[src/rc6_pkg.sv]
// Shared types, constants and helpers for the RC6 block encryptor.
package rc6_pkg;

   localparam logic [31:0] MAGIC_P = 32'hB7E15163;
   localparam logic [31:0] MAGIC_Q = 32'h9E3779B9;
   localparam int unsigned NUM_KEY_REGS = 4;
   localparam int unsigned CSR_INDEX_W = 3;
   localparam int unsigned COUNT_W = 4;

   typedef enum logic [CSR_INDEX_W-1:0] {
      CSR_KEY0  = 3'd0,
      CSR_KEY1  = 3'd1,
      CSR_KEY2  = 3'd2,
      CSR_KEY3  = 3'd3,
      CSR_COUNT = 3'd4
   } csr_index_type;

   // status of the key schedule unit toward the block sequencer
   typedef struct packed {
      logic busy;
      logic done;
   } sched_stat_type;

   typedef enum logic [3:0] {
      KS_IDLE = 4'b0001,
      KS_INIT = 4'b0010,
      KS_MIX  = 4'b0100,
      KS_HOLD = 4'b1000
   } ks_state_type;

   typedef enum logic [4:0] {
      EN_IDLE  = 5'b00001,
      EN_KEYS  = 5'b00010,
      EN_LOAD  = 5'b00100,
      EN_ROUND = 5'b01000,
      EN_FINAL = 5'b10000
   } en_state_type;

   // rotate left by the low five bits of n
   function automatic logic [31:0] rotl32(input logic [31:0] x, input logic [4:0] n);
      logic [63:0] wide;
      wide = {x, x} << n;
      return wide[63:32];
   endfunction

endpackage

[src/rc6_cipher.sv]
// RC6 round sequencer and datapath: one round per cycle from the round key RAM.
module rc6_cipher #(
   parameter int ROUNDS = 20
) (
   input  logic                          clock,
   input  logic                          reset,
   input  logic                          req_tvalid,
   output logic                          req_tready,
   input  logic [127:0]                  req_tdata,
   output logic                          rsp_tvalid,
   input  logic                          rsp_tready,
   output logic [127:0]                  rsp_tdata,
   input  logic                          keys_ready,
   input  rc6_pkg::sched_stat_type       sched_stat,
   output logic                          sched_start,
   output logic [$clog2(2*ROUNDS+4)-1:0] rd_addr0,
   output logic [$clog2(2*ROUNDS+4)-1:0] rd_addr1,
   input  logic [31:0]                   rd_data0,
   input  logic [31:0]                   rd_data1
);
   import rc6_pkg::*;

   localparam int SCHED_LEN = 2*ROUNDS + 4;
   localparam int AW = $clog2(SCHED_LEN);
   localparam int RW = $clog2(ROUNDS + 1);

   en_state_type state_ff, state_in;
   logic [31:0] a_ff, a_in, b_ff, b_in, c_ff, c_in, d_ff, d_in;
   logic [RW-1:0] r_ff, r_in;
   logic [AW-1:0] addr_ff, addr_in;
   logic out_valid_ff, out_valid_in;
   logic [127:0] out_ff, out_in;
   logic [31:0] t_prod, u_prod, t, u, a_rnd, c_rnd;
   logic accept, out_free;

   // round function
   assign t_prod = b_ff * {b_ff[30:0], 1'b1};
   assign u_prod = d_ff * {d_ff[30:0], 1'b1};
   assign t = rotl32(t_prod, 5'd5);
   assign u = rotl32(u_prod, 5'd5);
   assign a_rnd = rotl32(a_ff ^ t, u[4:0]) + rd_data0;
   assign c_rnd = rotl32(c_ff ^ u, t[4:0]) + rd_data1;

   assign req_tready = (state_ff == EN_IDLE);
   assign accept = req_tvalid && req_tready;
   assign out_free = !out_valid_ff || rsp_tready;
   assign rd_addr0 = addr_ff;
   assign rd_addr1 = addr_ff + AW'(1);

   always_comb begin
      state_in = state_ff;
      a_in = a_ff;
      b_in = b_ff;
      c_in = c_ff;
      d_in = d_ff;
      r_in = r_ff;
      addr_in = addr_ff;
      sched_start = 1'b0;
      out_valid_in = out_valid_ff && !rsp_tready;
      out_in = out_ff;
      unique case (state_ff)
         EN_IDLE: begin
            if (accept) begin
               a_in = req_tdata[31:0];
               b_in = req_tdata[63:32];
               c_in = req_tdata[95:64];
               d_in = req_tdata[127:96];
               addr_in = '0;
               if (keys_ready) begin
                  state_in = EN_LOAD;
               end else begin
                  state_in = EN_KEYS;
                  sched_start = 1'b1;
               end
            end
         end
         EN_KEYS: begin
            // wait for the expansion, then fetch the whitening keys
            if (keys_ready && !sched_stat.busy) begin
               state_in = EN_LOAD;
            end
         end
         EN_LOAD: begin
            // the RAM read is registered: data for the first pair is valid in the cycle after the address
            state_in = EN_ROUND;
            r_in = '0;
            addr_in = AW'(2);
         end
         EN_ROUND: begin
            if (r_ff == '0) begin
               b_in = b_ff + rd_data0;
               d_in = d_ff + rd_data1;
               r_in = RW'(1);
               addr_in = AW'(4);
            end else begin
               a_in = b_ff;
               b_in = c_rnd;
               c_in = d_ff;
               d_in = a_rnd;
               r_in = r_ff + RW'(1);
               addr_in = addr_ff + AW'(2);
               if (r_ff == RW'(ROUNDS)) begin
                  state_in = EN_FINAL;
                  addr_in = addr_ff;
               end
            end
         end
         EN_FINAL: begin
            // point the read ports at the last pair and hold it until the output register frees up
            if (addr_ff != AW'(SCHED_LEN - 2)) begin
               addr_in = AW'(SCHED_LEN - 2);
            end else if (out_free) begin
               out_in = {d_ff, c_ff + rd_data1, b_ff, a_ff + rd_data0};
               out_valid_in = 1'b1;
               state_in = EN_IDLE;
            end
         end
         default: state_in = EN_IDLE;
      endcase
   end

   // the LOAD state covers the registered RAM read before round zero
   always_ff @(posedge clock) begin
      if (reset) begin
         state_ff <= EN_IDLE;
         out_valid_ff <= 1'b0;
      end else begin
         state_ff <= state_in;
         out_valid_ff <= out_valid_in;
      end
      a_ff <= a_in;
      b_ff <= b_in;
      c_ff <= c_in;
      d_ff <= d_in;
      r_ff <= r_in;
      addr_ff <= addr_in;
      out_ff <= out_in;
   end

   assign rsp_tvalid = out_valid_ff;
   assign rsp_tdata = out_ff;
endmodule

[config.mk]
export PLATFORM = sky130hd
export DESIGN_NAME = rc6_cipher
export DESIGN_NICKNAME = d
export VERILOG_FILES = /design/src/rc6_pkg.sv /design/src/rc6_cipher.sv
export SDC_FILE = /design/constraint.sdc
export NUM_CORES = 2
export LEC_CHECK = 0
export BUFFER_PORTS_ARGS = -buffer_cell sky130_fd_sc_hd__buf_4
export CAP_MARGIN = 10
export CORE_MARGIN = 4
export CORE_UTILIZATION = 40
export CTS_CLUSTER_DIAMETER = 80
export DETAILED_ROUTE_END_ITERATION = 6
export HOLD_SLACK_MARGIN = 0.06
export SLEW_MARGIN = 20
export SYNTH_ARGS = -nofsm -noshare
export SYNTH_HDL_FRONTEND = slang
export SYNTH_SLANG_ARGS = --single-unit
[constraint.sdc]
create_clock -name clock -period 11 [get_ports clock]
set_input_delay 1.1 -clock clock [delete_from_list [all_inputs] [get_ports clock]]
set_output_delay 1.1 -clock clock [all_outputs]
set_load 0.01 [all_outputs]
==> metrics.cfg <==
[status]
outcome=complete, but fails checks
violations=negative setup slack

[yosys]
yosys_warnings=0
synth_flop_cell=edfxtp_1
synth_cells=5248
yosysUniqueCellTypes=92
async_flop_share=0
ys_ff_latch=272
synth_fp_nets=6640
yosysSeqAreaShare=0.164
synth_enable_flop_cells=266
synth.avg_cell_area_sq_um=9.41
netlist_area_sq_um=49400

[grt]
grt_pass1_vias=45800
met2_usage=0.491
top_usage_layer=met2
antenna_found_initial=13
grt-ovfl-total=0
grtUsageMet3=0.0438
grt_max_degree=74
grt_use_total=0.288
grt_first_pass_wirelength_um=281000
use_met1=0.366

[timing]
final_hold_viol_count=0
slew_viol_final=0
min_period_ns=11.47
slew_headroom=0.247
finalWorstSetupSlack_ns=-0.472
tightest_slew_ns=1.13
fin_hold_ws_ns=0.546
fin_crit_sh=1.04
finClkSkew_ns=0.0583
setup_viol=18
max_freq_mhz=87.2
rsz0062_at_grt=true

[route]
wl_um=190000
ant_nets=0
dr_total_vias=43400
wire_per_inst_um=23.0
drt_iter0_markers=3315
first_pass_iters=6
via_per_inst=5.25
drc=0

[place]
place_hpwl_um=157000
place_area_sq_um=61400
dp_cells=8005
routabilityCongestion=0.965
port_buffers=338

[final_layout]
post-route-util=0.550
area_growth_pct=36.0
finalNetCount=7989
fillers=10900
design_area_sq_um=67200
final_common_cell=buf_4
fin_cells=8264
drive_gt1_frac=0.312
layout_common_cells=1349 x buf_4, 809 x inv_1, 701 x fa_1

[min_path]
worstHoldEndpoint=rsp_tvalid
hold_path_class=flip-flop to flip-flop
hold-path-cell-count=2
worstHoldStart=rsp_tvalid

[critical_path]
startpoint_type=flip-flop
max_stage_delay_ns=0.56
rr_worst_depth=53
cp_max_fo=7
crit-reg2reg-launch=d_ff[16]
required_ns=11.51
worst-r2r-setup-slack_ns=-0.47
worstReg2RegEnd=d_ff[23]
critical_path_class=flip-flop to flip-flop
critPathSlowestCell=fa_1
crit_arrival_ns=11.98
critPathCaptureType=flip-flop

[cts]
htreeDepth=2
clock-root-buffer=clkbuf_16
hold_buffers=0
clk_latency_ns=0.68
cts_tree=yes
cts_buffers=44
clk_pin_slew_ns=0.07
cts.path.max_buffers=3
cts.sinks=272

[floorplan]
start_util=0.404
die_h_um=359
core_sq_um=122000
pin_count=342
rows=128
chipWidth_um=359
die_area_sq_um=129000

[job]
drv_cap=0

## timing repair
| action | in CTS | in global routing |
|---|---|---|
| setup endpoints to repair | 41 | 38 |
| buffers inserted | 111 | 66 |
| pin swaps | 108 | 128 |
| cloned | 6 | 3 |
| gates resized for setup | 326 | 303 |
## state kept, by name, summed over array words and instances, names as in the netlist
signal / count
b_ff: 32
c_ff: 32
rd_addr0: 5
rsp_tdata: 128
r_ff: 5
d_ff: 32
rsp_tvalid: 1
state_ff: 5
a_ff: 32
## worst max-delay path, delay by kind of cell, from the launching register on
kind | cells | cell delay [ns]
adders and majority gates | 10 | 4.44
buffers and inverters | 17 | 1.68
and+or+nand+nor | 6 | 0.64
AOI/OAI and AO/OA | 16 | 3.33
muxes | 3 | 0.58
DFF | 1 | 0.48
xor gates and xnor gates | 1 | 0.15
## cell type report
| type | instances | area (sq um) | area share |
|---|---|---|---|
| Multi-Input combinational cell | 3963 | 40000 | 0.596 |
| Inverter | 834 | 3130 | 0.0466 |
| Sequential cell | 272 | 8110 | 0.121 |
| Antenna cell | 6 | 15.0 | 0.000223 |
| Clock buffer | 45 | 1100 | 0.0164 |
| Timing Repair Buffer | 1482 | 12300 | 0.183 |
| Clock inverter | 37 | 472 | 0.00702 |
| Tap cell | 1625 | 2030 | 0.0303 |
## synthesized netlist by cell type (22+ instances only)
| cell | n | area share |
|---|---|---|
| a211oi_1 | 32 | 0.0049 |
| a21o_1 | 74 | 0.011 |
| a21oi_1 | 261 | 0.026 |
| a31oi_1 | 31 | 0.0039 |
| and2_1 | 240 | 0.030 |
| and3_1 | 22 | 0.0028 |
| clkbuf_1 | 146 | 0.011 |
| edfxtp_1 | 266 | 0.16 |
| fa_1 | 735 | 0.30 |
| ha_1 | 458 | 0.12 |
| inv_1 | 829 | 0.063 |
| mux2_2 | 54 | 0.012 |
| mux2i_1 | 150 | 0.030 |
| nand2_1 | 551 | 0.042 |
| nand2b_1 | 35 | 0.0044 |
| nand3_1 | 43 | 0.0044 |
| nor2_1 | 294 | 0.022 |
| nor2b_1 | 42 | 0.0053 |
| nor3_1 | 58 | 0.0059 |
| o21a_1 | 45 | 0.0068 |
| o21ai_0 | 218 | 0.022 |
| o21bai_1 | 28 | 0.0043 |
| or3_1 | 28 | 0.0035 |
| xnor2_1 | 246 | 0.044 |
| xor2_1 | 106 | 0.019 |
## kinds of logic after synthesis
group | share of synthesized area
adder cells (fa/ha/maj) | 0.414
flip-flops | 0.164
multiplexers | 0.0435
other | 0.000152
buffers and inverters | 0.0780
AND/OR/NAND/NOR | 0.130
XOR/XNOR | 0.0660
AO/OA/AOI/OAI | 0.105
## routing by layer
layer  vias to the layer above  share of wire  wire, um
met1                     21700           0.40     75500
met5                         -              0         0
met4                         0          0.049      9330
li1                      19800              -         -
met2                      1467           0.48     92100
met3                       367          0.069     13200
## worst max path at each step
stage	start	to	slack, ns	cells past startpoint
floorplan	b_ff[3]	b_ff[31]	-0.04	49
global placement	d_ff[6]	d_ff[22]	-1.02	47
detailed placement	d_ff[6]	d_ff[22]	-1.07	47
CTS	d_ff[16]	b_ff[31]	-0.46	45
global route	d_ff[6]	d_ff[22]	-0.82	50
finish	d_ff[16]	d_ff[23]	-0.47	53
## through the flow
stage	setup WS (ns)	TNS, ns
6_report	-0.472	-5.93
5_1_grt	-0.820	-14.27
4_1_cts	-0.461	-4.73
3_5_place_dp	-1.07	-21.25
3_3_place_gp	-1.02	-19.69
2_1_floorplan	-0.0432	-0.0432
Power is left out: the tool's default activity adds up to more than one toggle a clock period on the data nets, which glitch-free logic cannot reach.
