**src/rc6_pkg.sv**
```systemverilog
// Shared types, constants and helpers for the RC6 block encryptor.
package rc6_pkg;

   localparam logic [31:0] MAGIC_P = 32'hB7E15163;
   localparam logic [31:0] MAGIC_Q = 32'h9E3779B9;
   localparam int unsigned NUM_KEY_REGS = 4;
   localparam int unsigned CSR_INDEX_W = 3;
   localparam int unsigned COUNT_W = 4;

   typedef enum logic [CSR_INDEX_W-1:0] {
      CSR_KEY0  = 3'd0,
      CSR_KEY1  = 3'd1,
      CSR_KEY2  = 3'd2,
      CSR_KEY3  = 3'd3,
      CSR_COUNT = 3'd4
   } csr_index_type;

   // status of the key schedule unit toward the block sequencer
   typedef struct packed {
      logic busy;
      logic done;
   } sched_stat_type;

   typedef enum logic [3:0] {
      KS_IDLE = 4'b0001,
      KS_INIT = 4'b0010,
      KS_MIX  = 4'b0100,
      KS_HOLD = 4'b1000
   } ks_state_type;

   typedef enum logic [4:0] {
      EN_IDLE  = 5'b00001,
      EN_KEYS  = 5'b00010,
      EN_LOAD  = 5'b00100,
      EN_ROUND = 5'b01000,
      EN_FINAL = 5'b10000
   } en_state_type;

   // rotate left by the low five bits of n
   function automatic logic [31:0] rotl32(input logic [31:0] x, input logic [4:0] n);
      logic [63:0] wide;
      wide = {x, x} << n;
      return wide[63:32];
   endfunction

endpackage

```
**src/rc6_key_sched.sv**
```systemverilog
// RC6 key expansion: fills the round key RAM, then mixes it with the key words.
module rc6_key_sched #(
   parameter int ROUNDS = 20,
   parameter int MAX_KEY_WORDS = 8
) (
   input  logic                                clock,
   input  logic                                reset,
   input  logic                                start,
   input  logic [31:0]                         key_words [MAX_KEY_WORDS],
   input  logic [rc6_pkg::COUNT_W-1:0]         key_count,
   output rc6_pkg::sched_stat_type             stat,
   output logic                                wr_en,
   output logic [$clog2(2*ROUNDS+4)-1:0]       wr_addr,
   output logic [31:0]                         wr_data,
   output logic [$clog2(2*ROUNDS+4)-1:0]       rd_addr,
   input  logic [31:0]                         rd_data
);
   import rc6_pkg::*;

   localparam int SCHED_LEN = 2*ROUNDS + 4;
   localparam int AW = $clog2(SCHED_LEN);
   localparam int LW = (MAX_KEY_WORDS > 1) ? $clog2(MAX_KEY_WORDS) : 1;
   localparam int STEP_MAX = 3 * ((SCHED_LEN > MAX_KEY_WORDS) ? SCHED_LEN : MAX_KEY_WORDS);
   localparam int SW = $clog2(STEP_MAX + 1);

   ks_state_type state_ff, state_in;
   logic [AW-1:0] i_ff, i_in;
   logic [LW-1:0] j_ff, j_in;
   logic [SW-1:0] s_ff, s_in, steps_ff, steps_in;
   logic [COUNT_W-1:0] c_ff, c_in;
   logic [31:0] a_ff, a_in, b_ff, b_in, init_ff, init_in;
   logic [31:0] l_ff [MAX_KEY_WORDS];
   logic [COUNT_W-1:0] c_clamp;
   logic [SW-1:0] c_len;
   logic [31:0] a_new, b_new, ab_sum;
   logic i_last, j_last;

   // clamp the word count to 1..MAX_KEY_WORDS
   always_comb begin
      c_clamp = key_count;
      if (key_count == '0) begin
         c_clamp = COUNT_W'(1);
      end else if (key_count > COUNT_W'(MAX_KEY_WORDS)) begin
         c_clamp = COUNT_W'(MAX_KEY_WORDS);
      end
      c_len = (SW'(SCHED_LEN) > SW'(c_clamp)) ? SW'(SCHED_LEN) : SW'(c_clamp);
   end

   // one mixing step
   assign a_new  = rotl32(rd_data + a_ff + b_ff, 5'd3);
   assign ab_sum = a_new + b_ff;
   assign b_new  = rotl32(l_ff[j_ff] + ab_sum, ab_sum[4:0]);
   assign i_last = (i_ff == AW'(SCHED_LEN - 1));
   assign j_last = ({{(COUNT_W){1'b0}}, j_ff} == (COUNT_W+LW)'(c_ff - COUNT_W'(1)));

   always_comb begin
      state_in = state_ff;
      i_in = i_ff;
      j_in = j_ff;
      s_in = s_ff;
      steps_in = steps_ff;
      c_in = c_ff;
      a_in = a_ff;
      b_in = b_ff;
      init_in = init_ff;
      wr_en = 1'b0;
      wr_addr = i_ff;
      wr_data = init_ff;
      rd_addr = '0;
      stat.done = 1'b0;
      stat.busy = (state_ff != KS_IDLE);
      unique case (state_ff)
         KS_IDLE: begin
            if (start) begin
               state_in = KS_INIT;
               i_in = '0;
               init_in = MAGIC_P;
               c_in = c_clamp;
               steps_in = SW'(c_len * 3);
            end
         end
         KS_INIT: begin
            // write the magic-constant sequence
            wr_en = 1'b1;
            init_in = init_ff + MAGIC_Q;
            i_in = i_ff + AW'(1);
            if (i_last) begin
               state_in = KS_MIX;
               i_in = '0;
               j_in = '0;
               s_in = '0;
               a_in = '0;
               b_in = '0;
            end
         end
         KS_MIX: begin
            // read-modify-write one round key, prefetch the next
            wr_en = 1'b1;
            wr_data = a_new;
            a_in = a_new;
            b_in = b_new;
            i_in = i_last ? '0 : i_ff + AW'(1);
            j_in = j_last ? '0 : j_ff + LW'(1);
            s_in = s_ff + SW'(1);
            rd_addr = i_in;
            if (s_ff == steps_ff - SW'(1)) begin
               state_in = KS_HOLD;
               stat.done = 1'b1;
            end
         end
         KS_HOLD: begin
            state_in = KS_IDLE;
         end
         default: state_in = KS_IDLE;
      endcase
      if (state_ff == KS_INIT && i_last) begin
         rd_addr = '0;
      end
   end

   always_ff @(posedge clock) begin
      if (reset) begin
         state_ff <= KS_IDLE;
      end else begin
         state_ff <= state_in;
      end
      i_ff <= i_in;
      j_ff <= j_in;
      s_ff <= s_in;
      steps_ff <= steps_in;
      c_ff <= c_in;
      a_ff <= a_in;
      b_ff <= b_in;
      init_ff <= init_in;
   end

   // key word array: load on start, update during mixing
   always_ff @(posedge clock) begin
      if (state_ff == KS_IDLE && start) begin
         for (int k = 0; k < MAX_KEY_WORDS; k++) begin
            l_ff[k] <= (COUNT_W'(k) < c_clamp) ? key_words[k] : '0;
         end
      end else if (state_ff == KS_MIX) begin
         l_ff[j_ff] <= b_new;
      end
   end
endmodule

```
**config.mk**
```make
export PLATFORM = sky130hd
export DESIGN_NAME = rc6_key_sched
export DESIGN_NICKNAME = d
export VERILOG_FILES = /design/src/rc6_pkg.sv /design/src/rc6_key_sched.sv
export SDC_FILE = /design/constraint.sdc
export NUM_CORES = 1
export LEC_CHECK = 0
export BUFFER_PORTS_ARGS = -buffer_cell sky130_fd_sc_hd__buf_2
export CORE_ASPECT_RATIO = 1.4
export CORE_MARGIN = 1
export CORE_UTILIZATION = 35
export DETAILED_ROUTE_END_ITERATION = 16
export GPL_ROUTABILITY_DRIVEN = 0
export PLACE_DENSITY = 0.58
export REMOVE_ABC_BUFFERS = 1
export SKIP_LAST_GASP = 1
export SLEW_MARGIN = 10
export SYNTH_ARGS = -nofsm -noshare
export SYNTH_HDL_FRONTEND = slang
export SYNTH_SLANG_ARGS = --single-unit
```
**constraint.sdc**
```tcl
create_clock -name clock -period 14.9 [get_ports clock]
set_input_delay 0.745 -clock clock [delete_from_list [all_inputs] [get_ports clock]]
set_output_delay 0.745 -clock clock [all_outputs]
set_load 0.005 [all_outputs]
```
==> results of run 1 <==
per-stage QoR:
stage               worst slack, ps  cells    util
finish                         4216   3760  0.4091
global route                   3590   3760  0.4091
detailed placement             4201   3688  0.3904
floorplan                      4041   2344       -
global placement               4330   3688  0.3904
CTS                            4475   3760  0.4091
metal layers:
layer  vias up  part of all wire
li1      10030                 -
met1     11180              0.39
met2      1108              0.50
met3       255             0.063
met4         0             0.054
met5         -                 0
synthesized netlist by cell type, types with 16 or more instances:
cell / number
sky130_fd_sc_hd__a211oi_1: 16
sky130_fd_sc_hd__a21o_1: 89
sky130_fd_sc_hd__a21oi_1: 109
sky130_fd_sc_hd__and2_1: 43
sky130_fd_sc_hd__and3_1: 27
sky130_fd_sc_hd__buf_1: 21
sky130_fd_sc_hd__clkbuf_1: 131
sky130_fd_sc_hd__edfxtp_1: 373
sky130_fd_sc_hd__fa_1: 34
sky130_fd_sc_hd__ha_1: 97
sky130_fd_sc_hd__inv_1: 38
sky130_fd_sc_hd__mux2_2: 52
sky130_fd_sc_hd__mux2i_1: 35
sky130_fd_sc_hd__mux4_2: 72
sky130_fd_sc_hd__nand2_1: 211
sky130_fd_sc_hd__nand3_1: 185
sky130_fd_sc_hd__nand4_1: 17
sky130_fd_sc_hd__nor2_1: 181
sky130_fd_sc_hd__nor2b_1: 19
sky130_fd_sc_hd__nor3_1: 52
sky130_fd_sc_hd__o211ai_1: 16
sky130_fd_sc_hd__o21a_1: 32
sky130_fd_sc_hd__o21ai_0: 236
sky130_fd_sc_hd__o21ai_1: 39
sky130_fd_sc_hd__o31ai_1: 20
sky130_fd_sc_hd__xnor2_1: 79
sky130_fd_sc_hd__xor2_1: 37
power by group through the flow:
stage,Sequential (mW),Clock [mW],Combinational (mW)
2_1_floorplan,1.30,0,1.04
3_3_place_gp,1.30,0,1.56
3_5_place_dp,1.31,0,1.58
4_1_cts,1.29,1.10,1.58
5_1_grt,1.29,1.13,1.73
6_report,1.29,1.08,1.61
registers in the layout, summed over array words and instances (netlist names), named ones only:
name	cells
state_ff	4
wr_addr	6
a_ff	32
c_ff	4
l_ff	256
b_ff	32
init_ff	32
j_ff	3
s_ff	8
worst max path at each step:
| stage | startpoint | end | slack (ps) |
|---|---|---|---|
| 2_1_floorplan | rd_data[1] | l_ff[0][2] | 4040 |
| 3_3_place_gp | rd_data[1] | l_ff[2][19] | 4330 |
| 3_5_place_dp | rd_data[1] | l_ff[0][4] | 4200 |
| 4_1_cts | b_ff[1] | l_ff[0][4] | 4470 |
| 5_1_grt | b_ff[1] | l_ff[3][19] | 3590 |
| 6_report | b_ff[1] | l_ff[0][4] | 4220 |
final cells by class:
class,count,area (um2),area share
multi-input cells,1926,14100,0.4670
flip-flops and latches,380,11350,0.3757
repair buffers,384,2029,0.06720
well taps,960,1201,0.03977
clock buffers,50,1060,0.03509
clock inverters,22,319.1,0.01056
inverters,38,142.6,0.004723
placed cells by master, fill, tap and decap left out, types with 72 or more instances in the layout:
master and instances:
sky130_fd_sc_hd__edfxtp_1 373, sky130_fd_sc_hd__buf_2 341, sky130_fd_sc_hd__o21ai_0 236, sky130_fd_sc_hd__nand2_1 208, sky130_fd_sc_hd__nand3_1 181, sky130_fd_sc_hd__nor2_1 181, sky130_fd_sc_hd__a21oi_1 107, sky130_fd_sc_hd__ha_1 97
sky130_fd_sc_hd__a21o_1 88, sky130_fd_sc_hd__xnor2_1 77, sky130_fd_sc_hd__mux4_2 72
cells by family after synthesis:
family                   synth area share
adder cells (fa/ha/maj)           0.07259
XOR/XNOR                          0.04047
multiplexers                       0.1017
flip-flops                         0.4346
AND/OR/NAND/NOR                    0.1477
buffers and inverters             0.02867
AO/OA/AOI/OAI                      0.1743
==> results.md, run 1 <==
Power and ir drop:
- Summed over all cells, the static leakage comes to 11.90 nW.
- For this design the ratio of total power to cell area is 131.6 mW/mm2.
- The share of total power dissipated in sequential elements is 0.324.
- The share of total power dissipated in the clock network is 0.272.
- The highest ir drop seen on vdd is 0.00006117 V.
- Overall power consumption after layout is estimated at 3.973 mW.
- The share of total power dissipated in combinational logic is 0.405.
- The cell internal power dissipation is 2.428 mW.
- For this design the total switching power over the nets is 1.546 mW.
- The switching part of the total is 0.3890.

STA:
- Setup repair after global routing left no endpoint under its margin.
- The tightest hold path in the finished design has a slack of 373.5 ps.
- At the pin with the least slew margin, the transition time is 1141 ps.
- On the final layout, the worst clock skew is 34.89 ps.
- The number of slew-limit violations in the final report is 0.
- The final total negative setup slack is 0 ps.
- The achievable frequency is 0.09360 GHz.
- Setup violations remaining at the end of the flow were counted as 0.
- The ratio of final minimum period to clock period is 0.7170.
- The number of hold violations in the final report is 0.
- The relative slew slack is 0.2193.
- The clock period could shrink to 10680 ps.

Global routing:
- The remaining global-route overflow is 0.
- Entering global routing, the biggest net connects 76 pins.
- The wire length of the first global-routing pass is 144200 um.
- The global routing stage identified its most utilized layer as met2.
- The number of antenna violations at the first check in global routing came to 1.
- The via count of the first global-routing pass was 23070.
- For this run, global-route usage on met3 was measured as 0.02928.
- The global routing usage on met2 is 0.4402.
- In the global route stage, overall resource usage came out at 0.2560.
- In the global route stage, met1 resource usage came out at 0.3149.

Critical path:
- The data arrival time at the worst-slack endpoint is 11140 ps.
- The required time of the critical path is 15360 ps.
- The critical path is of the register to register type.
- The number of buffers and inverters on the critical path is 4.
- The largest driver fanout on the critical path is 30.
- The startpoint identified for the worst register-to-register timing path is b_ff[1].
- The worst reg2reg path endpoint is l_ff[0][4].
- STA classifies the critical path startpoint as a register.
- For the worst flop-to-flop path, the logic depth is 34.
- STA classifies the critical path endpoint as a register.
- The critical path crosses 34 cells after its start point.
- Among cell families on the critical path, the largest total delay comes from compound AO/OA/AOI/OAI gates.
- The reg2reg setup slack is 4220 ps.
- The largest single stage delay on the critical path is 800 ps.
- On the critical path, the stage with the largest delay is an instance of sky130_fd_sc_hd__a211oi_1.

Die:
- The starting density of the core is 0.3535.
- The floorplan core area is 0.07382 mm2.
- The I/O pin count is 342.
- The height of the chip is 325.1 um.
- Row generation in the floorplan step produced 118 rows.
- The area enclosed by the die boundary is 0.07567 mm2.
- The die is 232.8 um wide.

Min path:
- Along the worst hold path, the cell count comes to 2.
- The path class of the tightest hold or removal check is input pin to register.
- The worst hold path begins at reset.
- The terminating pin of the worst hold path is state_ff[2].

Clock network:
- For this design, the CTS-stage hold fixing added 0 buffers.
- The number of levels in the clock H-tree is 2.
- The number of clock buffers added by TritonCTS is 40.
- The maximum buffer depth of the clock tree is 3.
- After clock tree synthesis, the clock-pin slew on the worst setup and hold paths is 70 ps.
- The CTS tree is yes.
- Once the clock tree was built, the resizer swapped 0 gates to a different size.
- The number of clock sinks is 380.
- The number of buffers inserted to repair setup after CTS is 0.
- The master cell of the clock root buffer is sky130_fd_sc_hd__clkbuf_16.
- The clock latency on the worst-skew pair is 600 ps.

Synth:
- After synthesis the cells add up to 0.02610 mm2.
- The share of the synthesized area in the top cell type is 0.4292.
- The sequential fraction of the synthesis area is 0.4346.
- Averaged over all synthesized cells, the footprint is 10.43 um2.
- The commonest register cell after synthesis is sky130_fd_sc_hd__edfxtp_1.
- The share of synthesized registers carrying an async set or reset is 0.
- Counting flops and latches in the post-synthesis netlist gives 380.
- The yosys synthesis warning count is 0.
- The most area-hungry cell type in the Yosys netlist is sky130_fd_sc_hd__edfxtp_1.
- The number of distinct standard cells referenced by the synthesized netlist is 94.
- The number of enable flip-flop cells after synthesis is 373.
- The number of cells produced by synthesis is 2503.
- Sorting the synthesized cells by area gives the leading types as sky130_fd_sc_hd__edfxtp_1 (43%), sky130_fd_sc_hd__mux4_2 (6.2%), sky130_fd_sc_hd__ha_1 (4.7%).

Drt:
- After detailed routing, the number of remaining DRC violations is 0.
- After detailed routing, the average wire length per cell comes to 25.90 um.
- For this block, the initial DRC count from the detailed router was 1957.
- The mean number of vias per cell is 6.002.
- The total number of vias is 22570.
- The count of nets left with antenna violations after detail routing is 0.
- After detailed routing, the total wire length is 97370 um.
- The count of TritonRoute iterations in the first routing pass is 5.

Final layout:
- The finished cells cover 0.03020 mm2.
- The count of nets after finishing is 3196.
- Of the cells placed in the final design, the portion with a size suffix greater than 1 is 0.2254.
- The number of antenna diodes is 0.
- The area growth from synthesis to layout is 15.73%.
- The layout has 7219 filler cells.

Job:
- Across the run, the number of max-cap violations was 0.

Placed design:
- Once detailed placement completed, the half-perimeter wirelength came to 70490 um.
- In this run the cell area measured after placement is 0.02882 mm2.
- The count of port buffers added during placement is 341.

Outcome:
- The run finished with clean final reports.
(Power assumes the default switching activity.)
==> run 2: changes to the inputs <==
ABC_AREA = 1   (was not set)
clock period = 10 ns   (was 14.9 ns; I/O delays follow)
==> results.md, run 2 <==
Final layout:
- The area growth from synthesis to layout is 15.45%.
- The footprint of the flip-flops and latches is 0.01134 mm2 (about the same).
- The largest register by flop count is l_ff.
- The most common library cell in the layout ignoring fill and taps is sky130_fd_sc_hd__nand2_1.
- The fraction of the core area covered by cells at the end of the flow is 0.4109 (+0.001819).
- The flip-flop count of the largest register, all copies and words added is 256 (unchanged).
- The area of the multi-input gates was 0.01469 mm2 (+4.2%).
- The count of nets after finishing is 4143 (+30%).
- The share of layout cells above drive strength 1 was 0.1712 (-0.05420).
- Leaving out fill and tap cells, the most frequent cells in the layout are sky130_fd_sc_hd__nand2_1 (1007), sky130_fd_sc_hd__nand3_1 (651), sky130_fd_sc_hd__edfxtp_1 (373), sky130_fd_sc_hd__buf_2 (341), sky130_fd_sc_hd__inv_1 (204).
- The number of fill cells in the layout came to 8033 (+11%).
- The number of antenna diodes is 0 (unchanged).

Clock network:
- The clock transition at the registers of the reported paths is 70 ps (about the same).
- The number of clock sinks is 380 (unchanged).
- The number of levels in the clock H-tree is 2 (unchanged).
- The clock latency on the worst-skew pair was 610 ps (about the same).
- The CTS tree is yes.
- The tree is rooted in a sky130_fd_sc_hd__clkbuf_16.
- The hold buffer count at cts is 0 (unchanged).
- The post-cts gate resize count is 0 (unchanged).
- The number of buffers inserted to repair setup after CTS is 0 (unchanged).
- The maximum buffer depth of the clock tree is 3 (unchanged).
- The number of buffers added by the clock tree synthesis step was 43 (+7.5%).

Critical path:
- The data arrival time at the worst-slack endpoint is 8900 ps (-2240 ps).
- The largest driver fanout on the critical path was 9 (-70%).
- The launch instance of the worst register-to-register path is b_ff[3].
- The worst reg2reg path endpoint is b_ff[14].
- The number of buffers and inverters on the critical path came to 2 (-2).
- The kind of launch point of the worst setup path is a register.
- The worst setup path is captured at a register.
- The reg2reg setup slack came to 1430 ps (-2790 ps).
- The slowest cell on the critical path is sky130_fd_sc_hd__xor2_1.
- The critical path depth in cells is 41 (+21%).
- The biggest cell delay along the critical path is 540 ps (-260 ps).
- The cell repeated most along the worst path is sky130_fd_sc_hd__nand2_1.
- The required time of the critical path is 10330 ps (-5030 ps).
- The cell family contributing the most delay on the critical path is simple AND/OR/NAND/NOR gates.
- The number of cell instances on the worst register-to-register path is 41 (+21%).
- The class of the most critical setup path is register to register.

Synth:
- Yosys attributes the largest share of cell area to sky130_fd_sc_hd__edfxtp_1 (41%), sky130_fd_sc_hd__nand2_1 (14%), sky130_fd_sc_hd__nand3_1 (12%).
- The biggest area contributor in the post-synthesis netlist is sky130_fd_sc_hd__edfxtp_1.
- For this run, the leading register cell type out of synthesis is sky130_fd_sc_hd__edfxtp_1.
- The share of the synthesized area in the top cell type came to 0.4094 (-0.01986).
- The number of distinct standard cells referenced by the synthesized netlist was 55 (-41%).
- The share of synthesized registers carrying an async set or reset is 0 (unchanged).
- The number of cells produced by synthesis came to 3437 (+37%).
- The sequential fraction of the synthesis area is 0.4145 (-0.02011).
- The post-synthesis average cell area is 7.961 um2 (-24%).
- The number of enable flip-flop cells after synthesis is 373 (unchanged).
- The cell area after synthesis is 0.02736 mm2 (+4.9%).
- The register bit total from synthesis came to 380 (unchanged).
- Ranked by instance count, the synthesized netlist is headed by sky130_fd_sc_hd__nand2_1 (1008), sky130_fd_sc_hd__nand3_1 (651), sky130_fd_sc_hd__edfxtp_1 (373).
- The yosys synthesis warning count came to 0 (unchanged).
- In the post-synthesis netlist, the cell with the most instances is sky130_fd_sc_hd__nand2_1.

STA:
- The ratio of final minimum period to clock period is 0.8574 (+0.1404).
- The final worst clock skew was 27.39 ps (-7.492 ps).
- The minimum clock period came to 8574 ps (-2109 ps).
- The final total negative setup slack is 0 ps (unchanged).
- The number of slew-limit violations in the final report is 0 (unchanged).
- The achievable frequency is 0.1166 GHz (+25%).
- The relative slew slack is 0.3082 (+0.08891).
- Setup repair after global routing left no endpoint under its margin.
- The number of hold violations in the final report was 0 (unchanged).
- The transition time at the pin with the least slew margin is 1011 ps (-130.0 ps).
- The number of setup violations in the final report is 0 (unchanged).

Min path:
- The startpoint of the most critical hold path is reset.
- The worst hold path terminates at state_ff[2].
- The min-delay analysis places its worst path in the category input pin to register.
- The instance count along the most critical hold path was 2 (unchanged).

Die:
- The area enclosed by the die boundary came to 0.07931 mm2 (+4.8%).
- The die span in x came to 238.3 um (+2.4%).
- The height of the chip is 332.8 um (+2.4%).
- The row count is 120 (+1.7%).
- The floorplan core area was 0.07687 mm2 (+4.1%).
- The I/O pin count was 342 (unchanged).
- The starting density of the core came to 0.3559 (+0.002433).

Global routing:
- The wire length of the first global-routing pass is 163600 um (+13%).
- The maximum number of pins on one net before global-route repair is 69 (-9.2%).
- The total routing usage reported by global routing is 0.2776 (+0.02157).
- The via count of the first global-routing pass came to 26090 (+13%).
- The number of antenna violations at the first check in global routing is 1 (unchanged).
- The remaining global-route overflow is 0 (unchanged).

Power and ir drop:
- The highest ir drop seen on vdd is 0.0001336 V (+120%).
- The leakage dissipation is 14.02 nW (+18%).
- The total power divided by cell area is 250.6 mW/mm2 (+90%).

Job:
- The reported max-cap violation count is 0 (unchanged).

Drt:
- The final wirelength is 110900 um (+14%).
- The number of DRC violations after detailed routing is 0 (unchanged).
- The total number of vias was 26380 (+17%).
- The mean number of vias per cell came to 5.516 (-8.1%).
- The count of TritonRoute iterations in the first routing pass is 5 (unchanged).
- The routed wire length per instance is 23.19 um (-10%).
- The number of violations reported at the end of detailed-routing iteration 0 is 2349 (+20%).
- The count of nets left with antenna violations after detail routing is 0 (unchanged).

Outcome:
- The flow ran to the end, and the final reports show no timing, DRC or antenna violations.

Placed design:
- The estimated wirelength of the detail-placed design was 80110 um (+14%).
- The count of port buffers added during placement is 341 (unchanged).
[run 2: changes by cell type in the layout (fill, tap and decap cells not counted), sizes merged, moves of 27 or more]
cell / previous run / this run
a21oi: 113 / 191
mux2i: 42 / 0
mux4: 72 / 0
xnor2: 80 / 31
nor2: 181 / 218
mux2: 52 / 0
and2: 44 / 1
a21o: 89 / 11
inv: 38 / 216
nor3: 52 / 25
nand2: 211 / 1017
o21ai: 277 / 104
a32o: 1 / 32
nand3: 185 / 754
[run 2: cells by family after synthesis]
| kind of cell | after synthesis | synth area share |
|---|---|---|
| simple gates | 2062 | 0.3473 |
| compound gates | 415 | 0.09283 |
| flops | 380 | 0.4145 |
| buf+inv | 376 | 0.05250 |
| fa+ha+maj | 131 | 0.06923 |
| xor+xnor | 73 | 0.02364 |
[run 2: area by class of cell]
cell class,instances,area share
multi-input cells,2681,0.4651
flip-flops and latches,380,0.3591
repair buffers,390,0.06567
well taps,1037,0.04107
clock buffers,55,0.03549
inverters,221,0.02634
clock inverters,18,0.007209
[run 2: power by group]
| group | switching (mW) | leakage [nW] | internal (mW) |
|---|---|---|---|
| clock | 0.698 | 0.644 | 0.898 |
| sequential | 0.159 | 3.65 | 2.45 |
| combinational | 2.73 | 9.73 | 0.986 |
[run 2: per-layer routing]
metal / share of wire / global-route usage
met1: 0.39 / 0.3345
met2: 0.49 / 0.4829
met3: 0.062 / 0.03046
met4: 0.058 / 0.1466
met5: 0.00012 / 0
[run 2: worst max-delay path by stage]
stage	startpoint	to	slack (ps)
finish	b_ff[3]	b_ff[14]	1430
detailed placement	rd_data[3]	b_ff[16]	1480
floorplan	rd_data[1]	b_ff[11]	1410
global placement	rd_data[3]	b_ff[16]	1520
global route	b_ff[1]	l_ff[5][6]	780
CTS	b_ff[1]	b_ff[16]	1530
[run 2: stage by stage]
stage	hold slack [ps]	power [mW]	setup WS [ps]	cell area, um2	instances
finish	116.7	7.916	1426	31590	4782
detailed placement	573.6	6.304	1477	30240	4709
CTS	98.50	7.898	1531	31590	4782
global route	108.2	8.335	783.3	31590	4782
global placement	554.9	6.278	1520	30240	4709
floorplan	536.7	4.970	1410	26750	3282
